[src/hw/rtl/gptc_pkg.sv]
package gptc_pkg;

	localparam int unsigned NUM_COMPARE_DEF = 3;
	localparam int unsigned MAX_COMPARE     = 3;

	localparam int unsigned DATA_W   = 32;
	localparam int unsigned OFFSET_W = 14;
	localparam int unsigned RATIO_W  = 5;
	localparam int unsigned PRE_W    = 12;
	localparam int unsigned PHASE_W  = 16;
	localparam int unsigned STAT_W   = 6;
	localparam int unsigned DIV_W    = RATIO_W + PRE_W + 1;

	localparam logic [DATA_W-1:0]   CR_KEEP    = 32'h0000_03FF;
	localparam logic [DATA_W-1:0]   CR_NOSTORE = 32'hE000_8000;
	localparam int unsigned         CR_EN_BIT    = 0;
	localparam int unsigned         CR_ENMOD_BIT = 1;
	localparam int unsigned         CR_CLKSRC_LO = 6;
	localparam int unsigned         CR_FRR_BIT   = 9;
	localparam int unsigned         CR_SWR_BIT   = 15;
	localparam logic [2:0]          CLKSRC_PERIPH = 3'd1;
	localparam int unsigned         ST_ROV_BIT   = 5;
	localparam logic [OFFSET_W-1:0] REG_END      = 14'h0028;
	localparam logic [RATIO_W-1:0]  RATIO_RESET  = 5'd1;
	localparam logic [RATIO_W-1:0]  RATIO_MAX    = 5'd16;

	typedef enum logic [1:0] {
		FUNC_TICK  = 2'd0,
		FUNC_READ  = 2'd1,
		FUNC_WRITE = 2'd2,
		FUNC_IDLE  = 2'd3
	} func_t;

	typedef enum logic [3:0] {
		REG_CONTROL  = 4'd0,
		REG_PRESCALE = 4'd1,
		REG_STATUS   = 4'd2,
		REG_IRQ_EN   = 4'd3,
		REG_CMP1     = 4'd4,
		REG_CMP2     = 4'd5,
		REG_CMP3     = 4'd6,
		REG_CAPT1    = 4'd7,
		REG_CAPT2    = 4'd8,
		REG_COUNT    = 4'd9
	} reg_idx_t;

	typedef struct packed {
		logic [DATA_W-1:0] read_data;
		logic              irq_line;
		logic              access_error;
		logic              clock_source_fault;
	} rsp_t;

endpackage

[src/hw/rtl/gptc_if.sv]
interface gptc_req_if import gptc_pkg::*; ();
	logic                valid;
	logic                ready;
	logic [1:0]          func;
	logic [OFFSET_W-1:0] byte_offset;
	logic [DATA_W-1:0]   write_data;

	modport source (output valid, output func, output byte_offset, output write_data,
		input ready);
	modport sink (input valid, input func, input byte_offset, input write_data,
		output ready);
endinterface

interface gptc_rsp_if import gptc_pkg::*; ();
	logic              valid;
	logic              ready;
	logic [DATA_W-1:0] read_data;
	logic              irq_line;
	logic              access_error;
	logic              clock_source_fault;

	modport source (output valid, output read_data, output irq_line, output access_error,
		output clock_source_fault, input ready);
	modport sink (input valid, input read_data, input irq_line, input access_error,
		input clock_source_fault, output ready);
endinterface

[src/hw/rtl/general_purpose_timer_compare.sv]
// General purpose timer with output compare.
// req channel: one request per cpu cycle unless a response is stalled; func
//   selects tick, read, write or idle at byte_offset (ten 32-bit registers).
// rsp channel: one response per request with read_data, irq_line,
//   access_error and clock_source_fault.
// cfg_we/cfg_wdata: writes clock_ratio, the cpu ticks per peripheral clock.
// The response is registered and becomes valid in the cycle after the
//   request is accepted; all state updates for a request are made in the
//   cycle it is accepted, between the request port and the response
//   register.
// When the receiver stalls, the response register holds its value and
//   req.ready stays low until it is taken; a new request is accepted in the
//   same cycle the held response is taken.
// At reset all registers but the response data take their reset values
//   (compare values all ones, clock_ratio 1) and no response is pending.
module general_purpose_timer_compare import gptc_pkg::*; #(
	parameter int unsigned NUM_COMPARE = NUM_COMPARE_DEF
) (
	input  logic               clk,
	input  logic               arst_n,
	input  logic               cfg_we,
	input  logic [RATIO_W-1:0] cfg_wdata,
	gptc_req_if.sink           req,
	gptc_rsp_if.source         rsp
);

	logic [RATIO_W-1:0]  ratio_q;
	logic [DATA_W-1:0]   ctrl_q, ctrl_d;
	logic [PRE_W-1:0]    pre_q, pre_d;
	logic [STAT_W-1:0]   st_q, st_d;
	logic [STAT_W-1:0]   ien_q, ien_d;
	logic [DATA_W-1:0]   cmp_q [NUM_COMPARE];
	logic [DATA_W-1:0]   cmp_d [NUM_COMPARE];
	logic [DATA_W-1:0]   cnt_q, cnt_d;
	logic [PHASE_W-1:0]  phase_q, phase_d;
	logic                rsp_valid_q;
	rsp_t                rsp_q, rsp_d;

	logic                accept;
	logic [3:0]          idx;
	logic                bad;
	logic                counting;
	logic [RATIO_W-1:0]  ratio_sat;
	logic [DIV_W-1:0]    div;
	logic [PHASE_W-1:0]  phase_inc;
	logic [DATA_W-1:0]   cnt_inc;
	logic [NUM_COMPARE-1:0] match;
	logic [DATA_W-1:0]   ctrl_new;

	assign req.ready = !rsp_valid_q || rsp.ready;
	assign accept    = req.valid && req.ready;

	assign idx      = req.byte_offset[5:2];
	assign bad      = (req.byte_offset[1:0] != 2'd0) || (req.byte_offset >= REG_END);
	assign counting = ctrl_q[CR_EN_BIT] && (ctrl_q[CR_CLKSRC_LO +: 3] == CLKSRC_PERIPH);

	assign ratio_sat = (ratio_q == '0) ? RATIO_RESET :
		((ratio_q > RATIO_MAX) ? RATIO_MAX : ratio_q);
	assign div       = DIV_W'(ratio_sat) * (DIV_W'(pre_q) + DIV_W'(1));
	assign phase_inc = phase_q + PHASE_W'(1);
	assign cnt_inc   = cnt_q + DATA_W'(1);
	assign ctrl_new  = req.write_data & ~CR_NOSTORE;

	always_comb begin
		for (int i = 0; i < NUM_COMPARE; i++) begin
			match[i] = (cmp_q[i] == cnt_inc);
		end
	end

	always_comb begin
		ctrl_d  = ctrl_q;
		pre_d   = pre_q;
		st_d    = st_q;
		ien_d   = ien_q;
		cmp_d   = cmp_q;
		cnt_d   = cnt_q;
		phase_d = phase_q;
		rsp_d   = '0;

		if (accept) begin
			case (func_t'(req.func))
				FUNC_TICK: begin
					if (counting) begin
						if ((DIV_W'(phase_inc) < div) && (phase_inc != '0)) begin
							phase_d = phase_inc;
						end else begin
							phase_d = '0;
							cnt_d   = cnt_inc;
							if (cnt_inc == '0) begin
								st_d[ST_ROV_BIT] = 1'b1;
							end
							for (int i = 0; i < NUM_COMPARE; i++) begin
								if (match[i]) begin
									st_d[i] = 1'b1;
								end
							end
							if (match[0] && !ctrl_q[CR_FRR_BIT]) begin
								cnt_d = '0;
							end
						end
					end
				end
				FUNC_READ: begin
					if (bad) begin
						rsp_d.access_error = 1'b1;
					end else begin
						case (idx)
							REG_CONTROL:  rsp_d.read_data = ctrl_q;
							REG_PRESCALE: rsp_d.read_data = DATA_W'(pre_q);
							REG_STATUS:   rsp_d.read_data = DATA_W'(st_q);
							REG_IRQ_EN:   rsp_d.read_data = DATA_W'(ien_q);
							REG_CMP1, REG_CMP2, REG_CMP3: begin
								rsp_d.read_data = '1;
								for (int i = 0; i < NUM_COMPARE; i++) begin
									if (idx == 4'(int'(REG_CMP1) + i)) begin
										rsp_d.read_data = cmp_q[i];
									end
								end
							end
							REG_COUNT:    rsp_d.read_data = cnt_q;
							default:      rsp_d.read_data = '0;
						endcase
					end
				end
				FUNC_WRITE: begin
					if (bad) begin
						rsp_d.access_error = 1'b1;
					end else begin
						case (idx)
							REG_CONTROL: begin
								if (req.write_data[CR_SWR_BIT]) begin
									ctrl_d  = ctrl_q & CR_KEEP;
									pre_d   = '0;
									st_d    = '0;
									ien_d   = '0;
									for (int i = 0; i < NUM_COMPARE; i++) begin
										cmp_d[i] = '1;
									end
									cnt_d   = '0;
									phase_d = '0;
								end else begin
									ctrl_d = ctrl_new;
									if (!ctrl_q[CR_EN_BIT] && ctrl_new[CR_EN_BIT]) begin
										if (ctrl_new[CR_ENMOD_BIT]) begin
											cnt_d = '0;
										end
										phase_d = '0;
									end
									if (ctrl_q[CR_CLKSRC_LO +: 3] != ctrl_new[CR_CLKSRC_LO +: 3]) begin
										phase_d = '0;
									end
									rsp_d.clock_source_fault = (ctrl_new[CR_CLKSRC_LO +: 3] > CLKSRC_PERIPH);
								end
							end
							REG_PRESCALE: begin
								pre_d   = req.write_data[PRE_W-1:0];
								phase_d = '0;
							end
							REG_STATUS: st_d = st_q & ~req.write_data[STAT_W-1:0];
							REG_IRQ_EN: ien_d = req.write_data[STAT_W-1:0];
							REG_CMP1, REG_CMP2, REG_CMP3: begin
								for (int i = 0; i < NUM_COMPARE; i++) begin
									if (idx == 4'(int'(REG_CMP1) + i)) begin
										cmp_d[i] = req.write_data;
									end
								end
								if ((idx == REG_CMP1) && !ctrl_q[CR_FRR_BIT] && ctrl_q[CR_EN_BIT]) begin
									cnt_d   = '0;
									phase_d = '0;
								end
							end
							default: begin
							end
						endcase
					end
				end
				default: begin
				end
			endcase
		end

		rsp_d.irq_line = |(st_d & ien_d);
	end

	always_ff @(posedge clk or negedge arst_n) begin
		if (!arst_n) begin
			ratio_q     <= RATIO_RESET;
			ctrl_q      <= '0;
			pre_q       <= '0;
			st_q        <= '0;
			ien_q       <= '0;
			for (int i = 0; i < NUM_COMPARE; i++) begin
				cmp_q[i] <= '1;
			end
			cnt_q       <= '0;
			phase_q     <= '0;
			rsp_valid_q <= 1'b0;
		end else begin
			if (cfg_we) begin
				ratio_q <= cfg_wdata;
			end
			ctrl_q  <= ctrl_d;
			pre_q   <= pre_d;
			st_q    <= st_d;
			ien_q   <= ien_d;
			cmp_q   <= cmp_d;
			cnt_q   <= cnt_d;
			phase_q <= phase_d;
			if (accept) begin
				rsp_valid_q <= 1'b1;
			end else if (rsp.ready) begin
				rsp_valid_q <= 1'b0;
			end
		end
	end

	// hold the response while the receiver stalls
	always_ff @(posedge clk) begin
		if (accept) begin
			rsp_q <= rsp_d;
		end
	end

	assign rsp.valid              = rsp_valid_q;
	assign rsp.read_data          = rsp_q.read_data;
	assign rsp.irq_line           = rsp_q.irq_line;
	assign rsp.access_error       = rsp_q.access_error;
	assign rsp.clock_source_fault = rsp_q.clock_source_fault;

endmodule

[src/flat_wrapper.sv]
// flat-port wrapper written by rule: the top's interface ports become plain ports
module general_purpose_timer_compare_flat import gptc_pkg::*;
#(
	parameter int unsigned NUM_COMPARE = NUM_COMPARE_DEF
)
  (clk, arst_n, cfg_we, cfg_wdata, req_valid, req_func, req_byte_offset, req_write_data, req_ready, rsp_valid, rsp_read_data, rsp_irq_line, rsp_access_error, rsp_clock_source_fault, rsp_ready);
  gptc_req_if req_i ();
  gptc_rsp_if rsp_i ();
  input  logic clk;
  input  logic arst_n;
  input  logic cfg_we;
  input  logic [RATIO_W-1:0] cfg_wdata;
  input wire logic [$bits(req_i.valid)-1:0] req_valid;
  input wire logic [$bits(req_i.func)-1:0] req_func;
  input wire logic [$bits(req_i.byte_offset)-1:0] req_byte_offset;
  input wire logic [$bits(req_i.write_data)-1:0] req_write_data;
  output wire logic [$bits(req_i.ready)-1:0] req_ready;
  output wire logic [$bits(rsp_i.valid)-1:0] rsp_valid;
  output wire logic [$bits(rsp_i.read_data)-1:0] rsp_read_data;
  output wire logic [$bits(rsp_i.irq_line)-1:0] rsp_irq_line;
  output wire logic [$bits(rsp_i.access_error)-1:0] rsp_access_error;
  output wire logic [$bits(rsp_i.clock_source_fault)-1:0] rsp_clock_source_fault;
  input wire logic [$bits(rsp_i.ready)-1:0] rsp_ready;
  assign req_i.valid = req_valid;
  assign req_i.func = req_func;
  assign req_i.byte_offset = req_byte_offset;
  assign req_i.write_data = req_write_data;
  assign req_ready = req_i.ready;
  assign rsp_valid = rsp_i.valid;
  assign rsp_read_data = rsp_i.read_data;
  assign rsp_irq_line = rsp_i.irq_line;
  assign rsp_access_error = rsp_i.access_error;
  assign rsp_clock_source_fault = rsp_i.clock_source_fault;
  assign rsp_i.ready = rsp_ready;
  general_purpose_timer_compare #(.NUM_COMPARE(NUM_COMPARE)) u_core (.clk(clk), .arst_n(arst_n), .cfg_we(cfg_we), .cfg_wdata(cfg_wdata), .req(req_i), .rsp(rsp_i));
endmodule
[config.mk]
export PLATFORM = sky130hd
export DESIGN_NAME = general_purpose_timer_compare_flat
export DESIGN_NICKNAME = d
export VERILOG_FILES = /design/src/hw/rtl/gptc_pkg.sv /design/src/hw/rtl/gptc_if.sv /design/src/hw/rtl/general_purpose_timer_compare.sv /design/src/flat_wrapper.sv
export SDC_FILE = /design/constraint.sdc
export NUM_CORES = 1
export LEC_CHECK = 0
export ABC_AREA = 1
export BUFFER_PORTS_ARGS = -buffer_cell sky130_fd_sc_hd__buf_2
export CAP_MARGIN = 20
export CORE_MARGIN = 2
export CORE_UTILIZATION = 63
export DETAILED_ROUTE_END_ITERATION = 8
export PLACE_DENSITY = 0.83
export SKIP_CTS_REPAIR_TIMING = 1
export SKIP_LAST_GASP = 1
export SLEW_MARGIN = 20
export SYNTH_ARGS = -nofsm -noshare
export SYNTH_HDL_FRONTEND = slang
export SYNTH_SLANG_ARGS = --single-unit
[constraint.sdc]
create_clock -name clk -period 7.2 [get_ports clk]
set_clock_uncertainty 0.15 [all_clocks]
set_input_delay 1.44 -clock clk [delete_from_list [all_inputs] [get_ports clk]]
set_output_delay 1.44 -clock clk [all_outputs]
set_load 0.02 [all_outputs]
# After elaboration in Yosys (flattened, before gate mapping)
# Index checks and enable logic that the tools add are counted.
# totals
mem_bits_rw	0
out_inout_bits	37
inputBits	58
rom_bits	0
regBits	241
latch_bits	0
n_memories	0
# op_classes
n_addsub	3
n_reduce_logical	35
muxes	56
bitwise_logic	8
eq_ne	27
div	0
shifts	0
order_cmp	4
mul	1
# ops
op	n
32-bit two-way mux	14
32-bit one-hot mux with 6 select lines	1
96-bit one-hot mux with 2 select lines	1
32-bit one-hot mux with 2 select lines	2
16-bit two-way mux	7
32-bit equality test	3
96-bit two-way mux	1
16-bit one-hot mux with 3 select lines	1
6-bit two-way mux	7
32-bit by 1-bit adder with 32-bit output (second input constant)	1
32-bit logical NOT	1
16-bit one-hot mux with 2 select lines	1
29-bit two-way mux	1
12-bit one-hot mux with 2 select lines	1
6-bit one-hot mux with 2 select lines	2
16-bit by 18-bit < comparator with 1-bit output	1
5-bit by 18-bit multiplier with 18-bit output	1
6-bit AND reduction	3
16-bit by 1-bit adder with 16-bit output (second input constant)	1
16-bit nonzero test	1
14-bit by 6-bit >= comparator with 1-bit output (second input constant)	1
12-bit by 1-bit adder with 13-bit output (second input constant)	1
6-bit bitwise AND	2
4-bit by 3-bit equality test with 1-bit output (second input constant)	3
40 further kinds	76

# Longest topological paths before layout
# depth
depth_word	12
depth_mapped	37

# Least setup slack after synthesis
# Ideal clock, no wire load.
# synth_path
kind	register to register
startpoint	reg u_core.ratio_q[4]
endpoint	reg u_core.cnt_q[29]
t_required_ps	6914
slack_ps	1320
stages_incl_launch_ff	32
arrival_ps	5594
path_buffers	3
setup_time_ps	136
path_cell_list	dfrtp_1 > clkbuf_1 > inv_1 > clkbuf_1 > a21oi_1 > nor2_1 > clkinv_1 > nor2_1 > fa_1 > fa_1 > inv_1 > fa_1 > inv_1 > ha_1 > nand2_1 > inv_1 > a21oi_1 > nand2_1 > xnor2_1 > ha_1 > nand2_1 > inv_1 > nand3_1 > nor3b_1 > nand3_1 > a21oi_1 > nand3_1 > nand3_4 > o2111ai_4 > buf_4 > nand2_1 > o21ai_0
# synth_between
elab_chain_len	8
elab_cells_between_ends	9
classes_between	1 x mul; 2 x order compare; 1 x eq/ne; 2 x mux; 3 x reduce/logical
# synth_rtl
item	line	source
start: declaration	general_purpose_timer_compare.sv:27	logic [RATIO_W-1:0] ratio_q;
start signal: assignment	general_purpose_timer_compare.sv:200	ratio_q <= cfg_wdata;
5-bit greater-than comparator	general_purpose_timer_compare.sv:58	((ratio_q > RATIO_MAX) ? RATIO_MAX : ratio_q);
5-bit two-way mux	general_purpose_timer_compare.sv:58	
5-bit two-way mux *	general_purpose_timer_compare.sv:57	assign ratio_sat = (ratio_q == '0) ? RATIO_RESET :
5-bit by 18-bit multiplier with 18-bit output *	general_purpose_timer_compare.sv:59	assign div = DIV_W'(ratio_sat) * (DIV_W'(pre_q) + DIV_W'(1));
16-bit by 18-bit < comparator with 1-bit output *	general_purpose_timer_compare.sv:84	if ((DIV_W'(phase_inc) < div) && (phase_inc != '0)) begin
1-bit logical AND *	general_purpose_timer_compare.sv:84	
2-bit != test (no line) *	n/a	
9-bit AND reduction (no line) *	n/a	
end signal: assignment	general_purpose_timer_compare.sv:207	cnt_q <= cnt_d;
end: declaration	general_purpose_timer_compare.sv:34	logic [DATA_W-1:0] cnt_q, cnt_d;
# Mark *: on every way between the ends. The rest lies on a longest branch, timed or not.
# A chain may end at the register's enable or synchronous reset.

# Worst setup path after layout
# layout_path
startpoint	reg u_core.pre_q[0]
endpoint	reg u_core.cnt_q[9]
# layout_between
elab_chain_len	6
# layout_rtl
item	line	source
start: declaration	general_purpose_timer_compare.sv:29	logic [PRE_W-1:0] pre_q, pre_d;
start signal: assignment	general_purpose_timer_compare.sv:203	pre_q <= pre_d;
12-bit by 1-bit adder with 13-bit output	general_purpose_timer_compare.sv:59	
5-bit by 18-bit multiplier with 18-bit output	general_purpose_timer_compare.sv:59	
16-bit by 18-bit < comparator with 1-bit output	general_purpose_timer_compare.sv:84	
1-bit logical AND	general_purpose_timer_compare.sv:84	
2-bit != test (no line)	n/a	
9-bit AND reduction (no line)	n/a	
# No other way between the ends.

==> flow_metrics.py <==
metrics = {
    "clock_tree": {
        "cts.clk_slew.worst_paths_ps": 60,
        "cts.htree.levels": 1,
        "cts_max_path_buffers": 3,
        "clock-sinks": 237,
        "worst_skew_pair.late_latency_ps": 560,
        "clock_tree.root_cell": "sky130_fd_sc_hd__clkbuf_16",
        "tritoncts.num_buffers": 27,
        "tritoncts": "built",
    },
    "routing": {
        "via_count": 16400,
        "avgRoutedWirePerCell_um": 19.6,
        "dr.pass1.iters": 7,
        "antenna_left": 0,
        "routed_wirelength_mm": 53.7,
        "viasPerCell": 5.98,
        "detail_route.iter0.violations": 1753,
        "post_route_drc": 0,
    },
    "place": {
        "place.detailed.instances": 2685,
        "dp.final_hpwl_mm": 40.3,
        "dp_slack_ps": 486,
        "portBuffers": 94,
        "globalplace.congestion": 1.01,
    },
    "finish": {
        "final_layout_size_suffix_gt1_share_pct": 13.1,
        "area_growth_syn_to_layout_pct": 10.5,
        "num_antenna_cells": 0,
        "final_util_pct": 70.6,
        "final_nets": 2519,
        "final-instance-count-excl-fill": 2737,
    },
    "pwr": {
        "power.total_mw": 3.59,
        "ir_worst_vdd_mv": 0.271,
        "power-per-cell-area_nw_per_um2": 196,
        "total_leakage_power_nw": 8.33,
    },
    "setup_path": {
        "worstPathArrival_ps": 6820,
        "critPathMostFrequentCell": "sky130_fd_sc_hd__inv_1",
        "cp_data_required_time_ps": 7460,
        "worstSetupStartpointType": "flip-flop",
        "timing.setup.critical_path_class": "reg -> reg",
        "endpoint_kind": "flip-flop",
        "cp_max_fanout": 29,
        "critPathSlowestCell": "sky130_fd_sc_hd__fa_1",
        "worst_path_dominant_cell_family": "adder cells",
        "path_buf_inv": 8,
        "crit_path_max_incr_delay_ps": 570,
    },
    "sta": {
        "timing.final.setup_violations": 0,
        "fin_ws_ps": 647,
        "timing.setup.tns_ps": 0,
        "worst-slew-pin-transition_ps": 1110,
        "final_cycle_utilization_of_the_critical_path_pct": 91.0,
        "relSlewSlack_pct": 25.8,
        "report.final.slew_viol_count": 0,
        "finalHoldViolCount": 0,
        "clock.fmax_mhz": 153,
        "final_period_minus_worst_setup_slack_ps": 6550,
        "unrepaired_setup_endpoints_after_global_routing": "no",
    },
    "global_route": {
        "gr-total-overflow": 0,
        "grt_pass1_vias": 15700,
        "antenna_found_initial": 1,
        "grt_pass1_wl_mm": 83.8,
        "grt_usage_pct": 38.3,
        "maximum_number_of_pins_on_one_net_before_global_route_repair": 112,
    },
    "worst_hold_path": {
        "timing.hold.worst.class": "reg -> reg",
    },
    "floorplanning": {
        "initial_core_util_pct": 63.9,
        "fp-row-count": 59,
        "die_area_um2": 27600,
        "die_x_um": 166,
        "io_pins": 95,
        "die_boundary_height_um": 166,
        "design.core.area_um2": 25900,
    },
    "logic_synthesis": {
        "synth.lib_cells_used.distinct": 56,
        "synthesis.nets": 2446,
        "yosysSeqAreaShare_pct": 37.6,
        "netlist_area_um2": 16600,
        "ys.flop_type": "sky130_fd_sc_hd__dfrtp_1",
        "ys.warnings.count": 0,
        "synth_seq_cells": 237,
        "post_synth_inst_count": 2308,
        "synth_edf_count": 35,
        "syn_avg_cell_area_um2": 7.18,
        "postSynth.asyncResetShare_pct": 85.2,
    },
    "job": {
        "max_cap_violations": 0,
    },
    "run_status": {
        "result_of_the_run": "completed",
    },
}
report_power, final:
part | total (mW) | switching (mW) | leakage (nW) | internal (mW)
sequential | 1.47 | 0.0531 | 2.79 | 1.41
combinational | 0.647 | 0.449 | 5.08 | 0.198
clock | 1.47 | 0.589 | 0.461 | 0.886
total | 3.59 | 1.09 | 8.33 | 2.50
cells in the mapped netlist, drive strengths merged, types with 2 or more instances:
master | count | area, um2
nand2 | 691 | 2630
inv | 294 | 1100
nor2 | 292 | 1160
o21ai | 226 | 1130
nand3 | 133 | 691
dfrtp | 105 | 2630
dfstp | 97 | 2550
clkbuf | 57 | 216
ha | 47 | 588
a21oi | 41 | 205
edfxtp | 35 | 1050
fa | 33 | 661
xor2 | 31 | 272
o221ai | 27 | 236
o22ai | 23 | 144
nand4 | 22 | 153
xnor2 | 21 | 184
a31oi | 20 | 125
buf | 20 | 134
nand3b | 16 | 120
nor3 | 16 | 80.1
or2 | 12 | 75.1
a41oi | 9 | 78.8
a211oi | 8 | 60.1
a22oi | 4 | 30.0
o31ai | 4 | 30.0
a221oi | 3 | 26.3
clkinv | 3 | 11.3
nor3b | 3 | 22.5
o21bai | 3 | 22.5
a311oi | 2 | 17.5
nor4 | 2 | 27.5
per-stage QoR:
stage | hold slack (ps) | instance area [um2]
after global placement | 323 | 17300
after global routing | 378 | 18300
after detailed placement | 336 | 17300
after floorplan | 303 | 16600
after CTS | 350 | 18300
final | 354 | 18300
state kept, by name, indices dropped and copies added (netlist names):
register                       cells
u_core.pre_q                      12
u_core.ien_q                       6
u_core.cnt_q                      32
u_core.rsp.access_error            1
u_core.cmp_q                      96
u_core.ratio_q                     5
u_core.phase_q                    16
u_core.rsp.read_data              32
u_core.rsp.clock_source_fault      1
u_core.rsp.valid                   1
u_core.rsp.irq_line                1
u_core.ctrl_q                     28
u_core.st_q                        6
placed cells by master (no fill, tap or decap), drive strengths merged, types with 37 or more instances in the layout:
cell type	synthesis	final
buf	20	119
clkbuf	57	37
dfstp	97	97
a21oi	41	41
nand2	691	691
inv	294	295
nand3	133	133
o21ai	226	226
nor2	292	292
dfrtp	105	105
ha	47	47
worst min-delay path, cell delays in order (launching register included):
cell and delay [ps]:
sky130_fd_sc_hd__dfrtp_1 360, sky130_fd_sc_hd__nand2_1 50, sky130_fd_sc_hd__o21ai_0 60
cell type report:
type | count | area (um2)
sequential | 237 | 6230
fill | 2170 | 7610
clock buffer | 36 | 761
clock inverter | 14 | 181
tap | 335 | 419
timing repair buffer | 120 | 678
multi-input combinational | 1698 | 8920
inverter | 297 | 1110
cells by family (layout without fill, tap and decap cells):
kind of cell | count (synthesis) | count (layout) | share of synthesized area [%]
AND/OR/NAND/NOR | 1187 | 1187 | 29.9
AO/OA/AOI/OAI | 377 | 378 | 13.2
buffers and inverters | 374 | 467 | 8.84
flip-flops | 237 | 237 | 37.6
adder cells (fa/ha/maj) | 80 | 80 | 7.54
XOR/XNOR | 53 | 53 | 2.89
worst paths after layout:
path	cells past startpoint	end	start	slack, ps
worst max-delay path	32	u_core.cnt_q[9]$_DFFE_PN0P_	u_core.pre_q[0]$_DFFE_PN0P_	650
worst max register to register	32	u_core.cnt_q[9]$_DFFE_PN0P_	u_core.pre_q[0]$_DFFE_PN0P_	650
worst min-delay path	2	u_core.ctrl_q[3]$_DFFE_PN0P_	u_core.ctrl_q[3]$_DFFE_PN0P_	350
max in group asynchronous	2	u_core.ctrl_q[28]$_DFFE_PN0P_	arst_n	4730
min in group asynchronous	1	u_core.phase_q[10]$_DFFE_PN0P_	arst_n	810
worst min register to register	2	u_core.ctrl_q[3]$_DFFE_PN0P_	u_core.ctrl_q[3]$_DFFE_PN0P_	350
layer usage:
metal	vias up	track usage (%)	share of wire, %
met3	165	5.53	7.6
met2	843	65.0	48
met5	-	0	0.024
li1	7636	-	-
met1	7719	48.1	39
met4	2	18.8	5.6
No activity file was read; power rests on OpenSTA's default activity.
